$ cat config.mk
export PLATFORM = sky130hd
export DESIGN_NAME = ultrasonic_range_averager
export DESIGN_NICKNAME = d
export VERILOG_FILES = /design/src/urav_pkg.sv /design/src/urav_div.sv /design/src/urav_dp.sv /design/src/urav_ctrl.sv /design/src/ultrasonic_range_averager.sv
export SDC_FILE = /design/constraint.sdc
export NUM_CORES = 1
export LEC_CHECK = 0
export ABC_AREA = 1
export BUFFER_PORTS_ARGS = -buffer_cell sky130_fd_sc_hd__buf_2
export CORE_ASPECT_RATIO = 0.6
export CORE_UTILIZATION = 65
export DETAILED_ROUTE_END_ITERATION = 10
export PLACE_DENSITY = 0.82
export SLEW_MARGIN = 20
export SYNTH_ARGS = -nofsm -noshare
export SYNTH_HDL_FRONTEND = slang
export SYNTH_SLANG_ARGS = --single-unit
$ cat constraint.sdc
create_clock -name clk -period 6.72 [get_ports clk]
set_clock_uncertainty 0.1 [all_clocks]
set_input_delay 1.008 -clock clk [delete_from_list [all_inputs] [get_ports clk]]
set_output_delay 1.008 -clock clk [all_outputs]
set_load 0.1 [all_outputs]
$ cat src/urav_pkg.sv
// Shared types and constants for the ultrasonic range averager.
// Used by the controller, the datapath and the divider; no dependencies.
`timescale 1ns / 1ps

package urav_pkg;

    // Register map of the configuration port
    localparam logic [1:0] CFG_MEASURE_COUNT = 2'd0;
    localparam logic [1:0] CFG_TRIGGER_TICKS = 2'd1;
    localparam logic [1:0] CFG_CM_PER_TICK   = 2'd2;

    localparam int CFG_IDX_W  = 2;
    localparam int CFG_DATA_W = 16;

    // Field widths
    localparam int COUNT_W = 8;
    localparam int PULSE_W = 10;
    localparam int SCALE_W = 16;
    localparam int SUM_W   = 24;
    localparam int AVG_W   = 16;
    localparam int STEP_W  = $clog2(SUM_W);

    localparam logic [SUM_W-1:0]   SUM_MAX       = {SUM_W{1'b1}};
    localparam logic [COUNT_W-1:0] MEASURE_RESET = 8'd1;
    localparam logic [PULSE_W-1:0] TRIGGER_RESET = 10'd10;
    localparam logic [SCALE_W-1:0] SCALE_RESET   = 16'd1114;

    // Sensor sequencing phase
    typedef enum logic [1:0] {
        PH_IDLE,
        PH_TRIGGER,
        PH_WAIT_RISE,
        PH_COUNT
    } phase_t;

    // Controller states
    typedef enum logic [2:0] {
        C_IN,
        C_MUL,
        C_ACC,
        C_CHK,
        C_DIV,
        C_EMIT
    } ctrl_state_t;

    // Controller to datapath
    typedef struct packed {
        logic accept;     // input beat taken this cycle
        logic mul;        // register echo count times scale
        logic acc;        // add distance to sum, bump measurement count
        logic div_start;  // start the averaging divide
        logic finish;     // close the measurement and load the result beat
    } ctrl_cmd_t;

    // Datapath to controller
    typedef struct packed {
        logic heavy;      // current beat ends a measurement
        logic last;       // measurement count reached
        logic div_done;   // quotient ready
        logic slot_free;  // output register can take a beat
    } dp_stat_t;

endpackage

$ cat src/urav_div.sv
// Restoring divider, one quotient bit per cycle, for the run average.
// Depends on urav_pkg for widths.
`timescale 1ns / 1ps

module urav_div
(
    input  logic                          clk,
    input  logic                          rst_n,
    input  logic                          start,
    input  logic [urav_pkg::SUM_W-1:0]    dividend,
    input  logic [urav_pkg::COUNT_W-1:0]  divisor,
    output logic [urav_pkg::SUM_W-1:0]    quotient,
    output logic                          done
);

    logic                          busy_reg, busy_next;
    logic                          done_reg, done_next;
    logic [urav_pkg::STEP_W-1:0]   step_reg, step_next;
    logic [urav_pkg::COUNT_W-1:0]  rem_reg, rem_next;
    logic [urav_pkg::SUM_W-1:0]    quo_reg, quo_next;
    logic [urav_pkg::COUNT_W-1:0]  div_reg, div_next;
    logic [urav_pkg::COUNT_W:0]    trial;

    // One shift-subtract step per cycle
    always_comb
    begin
        busy_next = busy_reg;
        done_next = done_reg;
        step_next = step_reg;
        rem_next  = rem_reg;
        quo_next  = quo_reg;
        div_next  = div_reg;
        trial     = {rem_reg, quo_reg[urav_pkg::SUM_W-1]};
        if (start)
        begin
            busy_next = 1'b1;
            done_next = 1'b0;
            step_next = '0;
            rem_next  = '0;
            quo_next  = dividend;
            div_next  = divisor;
        end
        else if (busy_reg)
        begin
            if (trial >= {1'b0, div_reg})
            begin
                rem_next = urav_pkg::COUNT_W'(trial - {1'b0, div_reg});
                quo_next = {quo_reg[urav_pkg::SUM_W-2:0], 1'b1};
            end
            else
            begin
                rem_next = trial[urav_pkg::COUNT_W-1:0];
                quo_next = {quo_reg[urav_pkg::SUM_W-2:0], 1'b0};
            end
            step_next = step_reg + 1'b1;
            if (step_reg == urav_pkg::STEP_W'(urav_pkg::SUM_W - 1))
            begin
                busy_next = 1'b0;
                done_next = 1'b1;
            end
        end
    end

    always_ff @(posedge clk or negedge rst_n)
    begin
        if (!rst_n)
        begin
            busy_reg <= 1'b0;
            done_reg <= 1'b0;
            step_reg <= '0;
        end
        else
        begin
            busy_reg <= busy_next;
            done_reg <= done_next;
            step_reg <= step_next;
        end
    end

    always_ff @(posedge clk)
    begin
        rem_reg <= rem_next;
        quo_reg <= quo_next;
        div_reg <= div_next;
    end

    assign quotient = quo_reg;
    assign done     = done_reg;

endmodule

$ cat src/urav_dp.sv
// Datapath: configuration registers, sensor sequencing state, scale multiply,
// saturating sum, divider and the output beat register. Uses urav_pkg, urav_div.
`timescale 1ns / 1ps

module urav_dp
#(
    parameter int ECHO_COUNT_BITS = 20
)
(
    input  logic                              clk,
    input  logic                              rst_n,
    input  logic                              cfg_we,
    input  logic [urav_pkg::CFG_IDX_W-1:0]    cfg_index,
    input  logic [urav_pkg::CFG_DATA_W-1:0]   cfg_data,
    input  logic                              start_req,
    input  logic                              echo_level,
    input  urav_pkg::ctrl_cmd_t               cmd,
    output urav_pkg::dp_stat_t                stat,
    input  logic                              out_ready,
    output logic                              out_valid,
    output logic                              trigger_level,
    output logic                              busy_res,
    output logic                              result_valid,
    output logic [urav_pkg::AVG_W-1:0]        average_cm
);

    localparam int EB     = ECHO_COUNT_BITS;
    localparam int PROD_W = EB + urav_pkg::SCALE_W;
    localparam int ADD_W  = ((EB > urav_pkg::SUM_W) ? EB : urav_pkg::SUM_W) + 1;

    logic [urav_pkg::COUNT_W-1:0] meas_count_reg;
    logic [urav_pkg::PULSE_W-1:0] trig_ticks_reg;
    logic [urav_pkg::SCALE_W-1:0] scale_reg;

    urav_pkg::phase_t             phase_reg, phase_next;
    logic [urav_pkg::PULSE_W-1:0] pulse_reg, pulse_next;
    logic [EB-1:0]                echo_cnt_reg, echo_cnt_next;
    logic [urav_pkg::COUNT_W-1:0] done_reg, done_next;
    logic [urav_pkg::SUM_W-1:0]   sum_reg, sum_next;
    logic                         prev_echo_reg, prev_echo_next;
    logic [urav_pkg::AVG_W-1:0]   last_avg_reg, last_avg_next;
    logic [PROD_W-1:0]            product_reg;

    logic                         out_valid_reg, out_valid_next;
    logic                         out_trig_reg, out_trig_next;
    logic                         out_busy_reg, out_busy_next;
    logic                         out_rv_reg, out_rv_next;
    logic [urav_pkg::AVG_W-1:0]   out_avg_reg, out_avg_next;
    logic                         out_load;

    logic [urav_pkg::COUNT_W-1:0] eff_count;
    logic [urav_pkg::PULSE_W-1:0] eff_trigger;
    logic [EB-1:0]                dist_cm;
    logic [ADD_W-1:0]             sum_wide;
    logic [urav_pkg::SUM_W-1:0]   quotient;
    logic                         div_done;
    logic [urav_pkg::AVG_W-1:0]   avg_sat;
    logic                         heavy;
    logic                         last;
    logic                         slot_free;

    // Configuration registers
    always_ff @(posedge clk or negedge rst_n)
    begin
        if (!rst_n)
        begin
            meas_count_reg <= urav_pkg::MEASURE_RESET;
            trig_ticks_reg <= urav_pkg::TRIGGER_RESET;
            scale_reg      <= urav_pkg::SCALE_RESET;
        end
        else if (cfg_we)
        begin
            case (cfg_index)
                urav_pkg::CFG_MEASURE_COUNT:
                    meas_count_reg <= cfg_data[urav_pkg::COUNT_W-1:0];
                urav_pkg::CFG_TRIGGER_TICKS:
                    trig_ticks_reg <= cfg_data[urav_pkg::PULSE_W-1:0];
                urav_pkg::CFG_CM_PER_TICK:
                    scale_reg <= cfg_data[urav_pkg::SCALE_W-1:0];
                default:
                    ;
            endcase
        end
    end

    // Zero counts behave as one
    assign eff_count   = (meas_count_reg == '0) ? urav_pkg::COUNT_W'(1) : meas_count_reg;
    assign eff_trigger = (trig_ticks_reg == '0) ? urav_pkg::PULSE_W'(1) : trig_ticks_reg;

    // Distance and saturating sum
    assign dist_cm  = product_reg[PROD_W-1:urav_pkg::SCALE_W];
    assign sum_wide = ADD_W'(sum_reg) + ADD_W'(dist_cm);
    assign avg_sat  = (quotient[urav_pkg::SUM_W-1:urav_pkg::AVG_W] != '0)
                      ? {urav_pkg::AVG_W{1'b1}} : quotient[urav_pkg::AVG_W-1:0];

    assign heavy     = (phase_reg == urav_pkg::PH_COUNT) && !echo_level;
    assign last      = (done_reg >= eff_count);
    assign slot_free = !out_valid_reg || out_ready;

    urav_div u_div
    (
        .clk      (clk),
        .rst_n    (rst_n),
        .start    (cmd.div_start),
        .dividend (sum_reg),
        .divisor  (eff_count),
        .quotient (quotient),
        .done     (div_done)
    );

    // State update and result beat
    always_comb
    begin
        phase_next     = phase_reg;
        pulse_next     = pulse_reg;
        echo_cnt_next  = echo_cnt_reg;
        done_next      = done_reg;
        sum_next       = sum_reg;
        prev_echo_next = prev_echo_reg;
        last_avg_next  = last_avg_reg;
        out_load       = 1'b0;
        out_trig_next  = out_trig_reg;
        out_busy_next  = out_busy_reg;
        out_rv_next    = out_rv_reg;
        out_avg_next   = out_avg_reg;

        if (cmd.accept)
        begin
            prev_echo_next = echo_level;
            out_trig_next  = 1'b0;
            case (phase_reg)
                urav_pkg::PH_IDLE:
                begin
                    if (start_req)
                    begin
                        done_next     = '0;
                        sum_next      = '0;
                        pulse_next    = urav_pkg::PULSE_W'(1);
                        phase_next    = urav_pkg::PH_TRIGGER;
                        out_trig_next = 1'b1;
                    end
                end
                urav_pkg::PH_TRIGGER:
                begin
                    if (pulse_reg >= eff_trigger)
                    begin
                        phase_next = urav_pkg::PH_WAIT_RISE;
                    end
                    else
                    begin
                        pulse_next    = pulse_reg + 1'b1;
                        out_trig_next = 1'b1;
                    end
                end
                urav_pkg::PH_WAIT_RISE:
                begin
                    if (echo_level && !prev_echo_reg)
                    begin
                        echo_cnt_next = EB'(1);
                        phase_next    = urav_pkg::PH_COUNT;
                    end
                end
                urav_pkg::PH_COUNT:
                begin
                    // Falling edge is finished by the controller sequence
                    if (echo_level && (echo_cnt_reg != {EB{1'b1}}))
                    begin
                        echo_cnt_next = echo_cnt_reg + 1'b1;
                    end
                end
                default:
                    ;
            endcase
            if (!heavy)
            begin
                out_load      = 1'b1;
                out_busy_next = (phase_next != urav_pkg::PH_IDLE);
                out_rv_next   = 1'b0;
                out_avg_next  = last_avg_reg;
            end
        end

        if (cmd.acc)
        begin
            sum_next  = (sum_wide > ADD_W'(urav_pkg::SUM_MAX))
                        ? urav_pkg::SUM_MAX : sum_wide[urav_pkg::SUM_W-1:0];
            done_next = done_reg + 1'b1;
        end

        if (cmd.finish)
        begin
            out_load = 1'b1;
            if (last)
            begin
                last_avg_next = avg_sat;
                phase_next    = urav_pkg::PH_IDLE;
                out_trig_next = 1'b0;
                out_busy_next = 1'b0;
                out_rv_next   = 1'b1;
                out_avg_next  = avg_sat;
            end
            else
            begin
                pulse_next    = urav_pkg::PULSE_W'(1);
                phase_next    = urav_pkg::PH_TRIGGER;
                out_trig_next = 1'b1;
                out_busy_next = 1'b1;
                out_rv_next   = 1'b0;
                out_avg_next  = last_avg_reg;
            end
        end

        out_valid_next = out_load ? 1'b1 : (out_ready ? 1'b0 : out_valid_reg);
    end

    always_ff @(posedge clk or negedge rst_n)
    begin
        if (!rst_n)
        begin
            phase_reg     <= urav_pkg::PH_IDLE;
            pulse_reg     <= '0;
            echo_cnt_reg  <= '0;
            done_reg      <= '0;
            sum_reg       <= '0;
            prev_echo_reg <= 1'b0;
            last_avg_reg  <= '0;
            out_valid_reg <= 1'b0;
        end
        else
        begin
            phase_reg     <= phase_next;
            pulse_reg     <= pulse_next;
            echo_cnt_reg  <= echo_cnt_next;
            done_reg      <= done_next;
            sum_reg       <= sum_next;
            prev_echo_reg <= prev_echo_next;
            last_avg_reg  <= last_avg_next;
            out_valid_reg <= out_valid_next;
        end
    end

    // Payload registers
    always_ff @(posedge clk)
    begin
        if (cmd.mul)
        begin
            product_reg <= PROD_W'(echo_cnt_reg) * PROD_W'(scale_reg);
        end
        out_trig_reg <= out_trig_next;
        out_busy_reg <= out_busy_next;
        out_rv_reg   <= out_rv_next;
        out_avg_reg  <= out_avg_next;
    end

    assign stat.heavy     = heavy;
    assign stat.last      = last;
    assign stat.div_done  = div_done;
    assign stat.slot_free = slot_free;

    assign out_valid     = out_valid_reg;
    assign trigger_level = out_trig_reg;
    assign busy_res      = out_busy_reg;
    assign result_valid  = out_rv_reg;
    assign average_cm    = out_avg_reg;

endmodule

$ cat src/urav_ctrl.sv
// Controller state machine: takes input beats and sequences the multiply,
// accumulate, divide and result steps of the datapath. Uses urav_pkg.
`timescale 1ns / 1ps

module urav_ctrl
(
    input  logic                   clk,
    input  logic                   rst_n,
    input  logic                   in_valid,
    output logic                   in_ready,
    input  urav_pkg::dp_stat_t     stat,
    output urav_pkg::ctrl_cmd_t    cmd
);

    urav_pkg::ctrl_state_t state_reg, state_next;

    // Next state
    always_comb
    begin
        state_next = state_reg;
        case (state_reg)
            urav_pkg::C_IN:
            begin
                if (in_valid && stat.slot_free && stat.heavy)
                begin
                    state_next = urav_pkg::C_MUL;
                end
            end
            urav_pkg::C_MUL:
                state_next = urav_pkg::C_ACC;
            urav_pkg::C_ACC:
                state_next = urav_pkg::C_CHK;
            urav_pkg::C_CHK:
                state_next = stat.last ? urav_pkg::C_DIV : urav_pkg::C_EMIT;
            urav_pkg::C_DIV:
            begin
                if (stat.div_done)
                begin
                    state_next = urav_pkg::C_EMIT;
                end
            end
            urav_pkg::C_EMIT:
            begin
                if (stat.slot_free)
                begin
                    state_next = urav_pkg::C_IN;
                end
            end
            default:
                state_next = urav_pkg::C_IN;
        endcase
    end

    // Outputs
    always_comb
    begin
        in_ready      = 1'b0;
        cmd           = '0;
        case (state_reg)
            urav_pkg::C_IN:
            begin
                in_ready   = stat.slot_free;
                cmd.accept = in_valid && stat.slot_free;
            end
            urav_pkg::C_MUL:
                cmd.mul = 1'b1;
            urav_pkg::C_ACC:
                cmd.acc = 1'b1;
            urav_pkg::C_CHK:
                cmd.div_start = stat.last;
            urav_pkg::C_DIV:
                ;
            urav_pkg::C_EMIT:
                cmd.finish = stat.slot_free;
            default:
                ;
        endcase
    end

    always_ff @(posedge clk or negedge rst_n)
    begin
        if (!rst_n)
        begin
            state_reg <= urav_pkg::C_IN;
        end
        else
        begin
            state_reg <= state_next;
        end
    end

`ifndef NO_ASSERTIONS
    // A measurement-ending beat always starts the multiply next
    a_heavy_to_mul: assert property (@(posedge clk) disable iff (!rst_n)
        (cmd.accept && stat.heavy) |=> (state_reg == urav_pkg::C_MUL))
        else $error("ending beat did not start multiply");

    // The divider runs only after the count check
    a_div_entry: assert property (@(posedge clk) disable iff (!rst_n)
        (state_reg == urav_pkg::C_DIV) |->
        ($past(state_reg) == urav_pkg::C_CHK || $past(state_reg) == urav_pkg::C_DIV))
        else $error("divide entered out of sequence");

    // At most one datapath command per cycle
    a_one_cmd: assert property (@(posedge clk) disable iff (!rst_n)
        $onehot0(cmd))
        else $error("overlapping datapath commands");

    // No input beat is taken while a measurement is being closed
    a_no_accept_busy: assert property (@(posedge clk) disable iff (!rst_n)
        (state_reg != urav_pkg::C_IN) |-> !in_ready)
        else $error("input taken during closing sequence");
`endif

endmodule

$ cat src/ultrasonic_range_averager.sv
// Ultrasonic ranging controller with run averaging: one timebase tick per
// input beat, one status beat per tick. An ordinary tick needs only the
// accept step; a tick on which the echo falls passes through accept, scale
// multiply, saturating accumulate, count check and result load, and the last
// measurement of a run adds the bit-serial divide that forms the average (one
// quotient bit per clock over the 24-bit sum, then the done flag).
// A status beat waiting in the output register holds off the next tick; that
// tick is taken at the earliest in the cycle the waiting beat leaves.
// Depends on urav_pkg, urav_ctrl, urav_dp, urav_div.
`timescale 1ns / 1ps

module ultrasonic_range_averager
#(
    parameter int ECHO_COUNT_BITS = 20
)
(
    input  logic                              clk,
    input  logic                              rst_n,
    // Configuration write port
    input  logic                              cfg_we,
    input  logic [urav_pkg::CFG_IDX_W-1:0]    cfg_index,
    input  logic [urav_pkg::CFG_DATA_W-1:0]   cfg_data,
    // Tick input
    input  logic                              s_tvalid,
    output logic                              s_tready,
    input  logic [7:0]                        s_tdata,  // [0] start_req, [1] echo_level
    // Status output
    output logic                              m_tvalid,
    input  logic                              m_tready,
    output logic [23:0]                       m_tdata   // [0] trigger_level, [1] busy_res,
                                                        // [2] result_valid, [18:3] average_cm
);

    urav_pkg::ctrl_cmd_t         cmd;
    urav_pkg::dp_stat_t          stat;
    logic                        trigger_level;
    logic                        busy_res;
    logic                        result_valid;
    logic [urav_pkg::AVG_W-1:0]  average_cm;

    urav_ctrl u_ctrl
    (
        .clk      (clk),
        .rst_n    (rst_n),
        .in_valid (s_tvalid),
        .in_ready (s_tready),
        .stat     (stat),
        .cmd      (cmd)
    );

    urav_dp #(
        .ECHO_COUNT_BITS (ECHO_COUNT_BITS)
    ) u_dp
    (
        .clk           (clk),
        .rst_n         (rst_n),
        .cfg_we        (cfg_we),
        .cfg_index     (cfg_index),
        .cfg_data      (cfg_data),
        .start_req     (s_tdata[0]),
        .echo_level    (s_tdata[1]),
        .cmd           (cmd),
        .stat          (stat),
        .out_ready     (m_tready),
        .out_valid     (m_tvalid),
        .trigger_level (trigger_level),
        .busy_res      (busy_res),
        .result_valid  (result_valid),
        .average_cm    (average_cm)
    );

    assign m_tdata = {5'b0, average_cm, result_valid, busy_res, trigger_level};

endmodule

==> impl_results.md <==
* Status: complete, no violations
* TritonCTS Buffers at 19
* Clock transition at path regs at 80 ps
* Pins Over Slew Limit at 0
* Top_reg_cell synth: dfrtp_1
* Area of the multi-input gates at 0.0138 sq mm
* Post-synthesis register bit count at 205
* CP Capture Type: flip-flop
* Synth cell count leaders: nand2_1, inv_1, fa_1, ha_1
* Critical-path maximum fanout at 16
* Endpoints failing setup at 0
* 1st-iter DRT viols at 2,090
* Crit path DAT at 6570 ps
* CTS tree: built
* Worst VDD drop at 0.230 mV
* Total grt overflow at 0
* Antenna violations before repair at 2
* Critical Path RT at 6900 ps
* Final Critical Period at 6390 ps
* PnR worst setup slack at 333 ps
* Site row count at 52
* Max Fclk at 157 MHz
* Relative slew margins at 34.5%
* H-tree levels at 1
* Cts-stage hold buffer count at 0
* Clock Sinks at 205
* PwrDens at 328 mW/mm^2
* Fill count at 2,581
* Initial Util at 66.0%
* Cell taking the most area after synthesis: fa_1
* Worst Hold Class: flip-flop to flip-flop
* Core area at 0.0336 sq mm
* RSZ-0062 raised after global routing: no
* Top post-synthesis cells by area: fa_1, nand2_1, dfrtp_1, inv_1, edfxtp_1
* Reg2Reg Depth at 19
* Root buf cell: clkbuf_16
* Top cell type's share of synthesized area at 22.6%
* Drc violations at 0
* Syn Std Cell Area at 0.0222 sq mm
* Share of layout cells above drive strength 1 at 7.30%
* Synthesis Warnings at 0
* Synth cell types at 54
* Hold_ws at 356 ps
* Vias per cell at 5.61
* Syn Area/Cell at 7.77 sq um
* Crit Path Category: flip-flop to flip-flop
* Die X-Extent at 241 um
* FF-to-FF Start: u_dp.echo_cnt_reg[5]
* Port buffer count at 45
* Placement Cell Area at 0.0229 sq mm
* Setup Slack @ Placement at 350 ps
* Max cap viols at 0
* Final WL at 59,100 um
* GPL Wtd Cong at 0.975
* Cell area after layout at 0.0236 sq mm
* Vias at 18,700
* Chip height at 145 um
* Most common cell in the netlist: nand2_1
* DR WL/cell at 17.7 um
* Reg2Reg Capture Point: u_dp.product_reg[17]
* Final hold violations at 0
* Setup TNS Final at 0 ps
* EDFF count, synth at 71
* Post-layout net count at 3,299
* IO Pins at 57
* Area delta synth->final at 6.32%
* DRT Pass-1 Iters at 10
* CP Launch Type: flip-flop
* Gr usage total at 35.6%
* First-pass GRT wire length at 96,700 um
* Setup slack, reg-to-reg at 330 ps
* FFs w/ async S/R, synth at 61.5%
* Fin crit share at 95.0%
* Sequential Area at 0.00546 sq mm
* Leak at 12.8 nW
* Largest net degree at the start of global routing at 71
* Vias in the first global route at 18,500
* Post-Syn Instances at 2,859
* Post-CTS setup buffers at 0
* Clk_lat worst skew at 520 ps
* Clk buf depth at 3
* Post-CTS sizing at 0
* Worst-Margin Slew at 982 ps
* CP startpoint: u_dp.echo_cnt_reg[5]
* Crit path to: u_dp.product_reg[17]
* Post-DRT Antenna Nets at 0
* Die ar. at 0.0349 sq mm
* Hpwl dp at 46,300 um
* Register area share after synthesis at 24.6%
-- cell type report --
cell class,count,share of cell area (%)
antenna,2,0.0212
clock buffer,26,2.39
clock inverter,8,0.551
inverter,657,10.5
multi-input combinational,1883,58.3
sequential,205,23.1
tap,459,2.43
timing repair buffer,96,2.69
-- routing by layer --
layer  track usage [%]  wire length (um)  up-vias
li1                  -                 -     8611
met1              53.8             25700     8971
met2              49.6             24400     1013
met3              11.7              7770      129
met4              7.61              1220        0
met5                 0                 0        -
-- cells in the final DEF, fill, tap and decap left out, types with 22 or more instances in the layout --
master / synthesis / layout
nand2_1: 833 / 833
inv_1: 632 / 632
fa_1: 251 / 251
ha_1: 155 / 155
nor2_1: 118 / 117
dfrtp_1: 118 / 116
nand3_1: 100 / 100
o21ai_0: 93 / 93
a21oi_1: 86 / 86
edfxtp_1: 71 / 71
buf_4: 14 / 50
buf_2: 20 / 44
xor2_1: 33 / 33
o21ai_1: 28 / 28
inv_2: 23 / 23
nand3b_1: 22 / 22
nand4_1: 22 / 22
-- power by group --
group | switching [mW] | internal (mW)
clock | 0.522 | 0.714
sequential | 0.471 | 1.82
combinational | 2.85 | 1.36
total | 3.84 | 3.89
-- cells by family (layout without fill, tap and decap cells) --
kind of cell	Yosys count	after routing	share of synthesized area (%)
AND/OR/NAND/NOR	1157	1157	21.5
buffers and inverters	775	787	13.6
adder cells (fa/ha/maj)	406	406	31.4
AO/OA/AOI/OAI	256	256	6.58
flip-flops	205	205	24.6
XOR/XNOR	53	53	2.09
multiplexers	6	6	0.304
other	1	7	0.0169
-- how the worst min path moves through the flow --
| stage | slack (ps) | startpoint | to | depth (start not counted) |
|---|---|---|---|---|
| after global routing | 380 | u_dp.u_div.rem_reg[7] | u_dp.u_div.rem_reg[7] | 2 |
| after global placement | 340 | u_dp.u_div.rem_reg[7] | u_dp.u_div.rem_reg[7] | 2 |
| after detailed placement | 340 | u_dp.u_div.rem_reg[7] | u_dp.u_div.rem_reg[7] | 2 |
| after floorplan | 320 | u_dp.u_div.rem_reg[7] | u_dp.u_div.rem_reg[7] | 2 |
| final | 360 | u_dp.u_div.rem_reg[7] | u_dp.u_div.rem_reg[7] | 2 |
| after CTS | 360 | u_dp.u_div.rem_reg[7] | u_dp.u_div.rem_reg[7] | 2 |
-- critical path: stages (launching register included) --
cell,delay (ps)
dfrtp_1,810
buf_4,320
nand2_1,110
fa_1,520
inv_1,50
fa_1,550
fa_1,420
fa_1,450
fa_1,490
inv_1,50
fa_1,660
inv_1,100
ha_1,360
nand2_1,110
nor2_1,150
inv_1,80
nor3_1,130
nand2_1,70
nand2_1,210
xor2_1,380
-- per-stage QoR --
step / utilization (%) / std cells / total power, mW
after floorplan: - / 2863 / 5.11
after global placement: 68.1 / 3300 / 6.15
after detailed placement: 68.1 / 3300 / 6.32
after CTS: 70.1 / 3334 / 7.61
after global routing: 70.2 / 3336 / 8.29
final: 70.2 / 3336 / 7.73
Note: power is estimated with default switching activity, not from simulation.
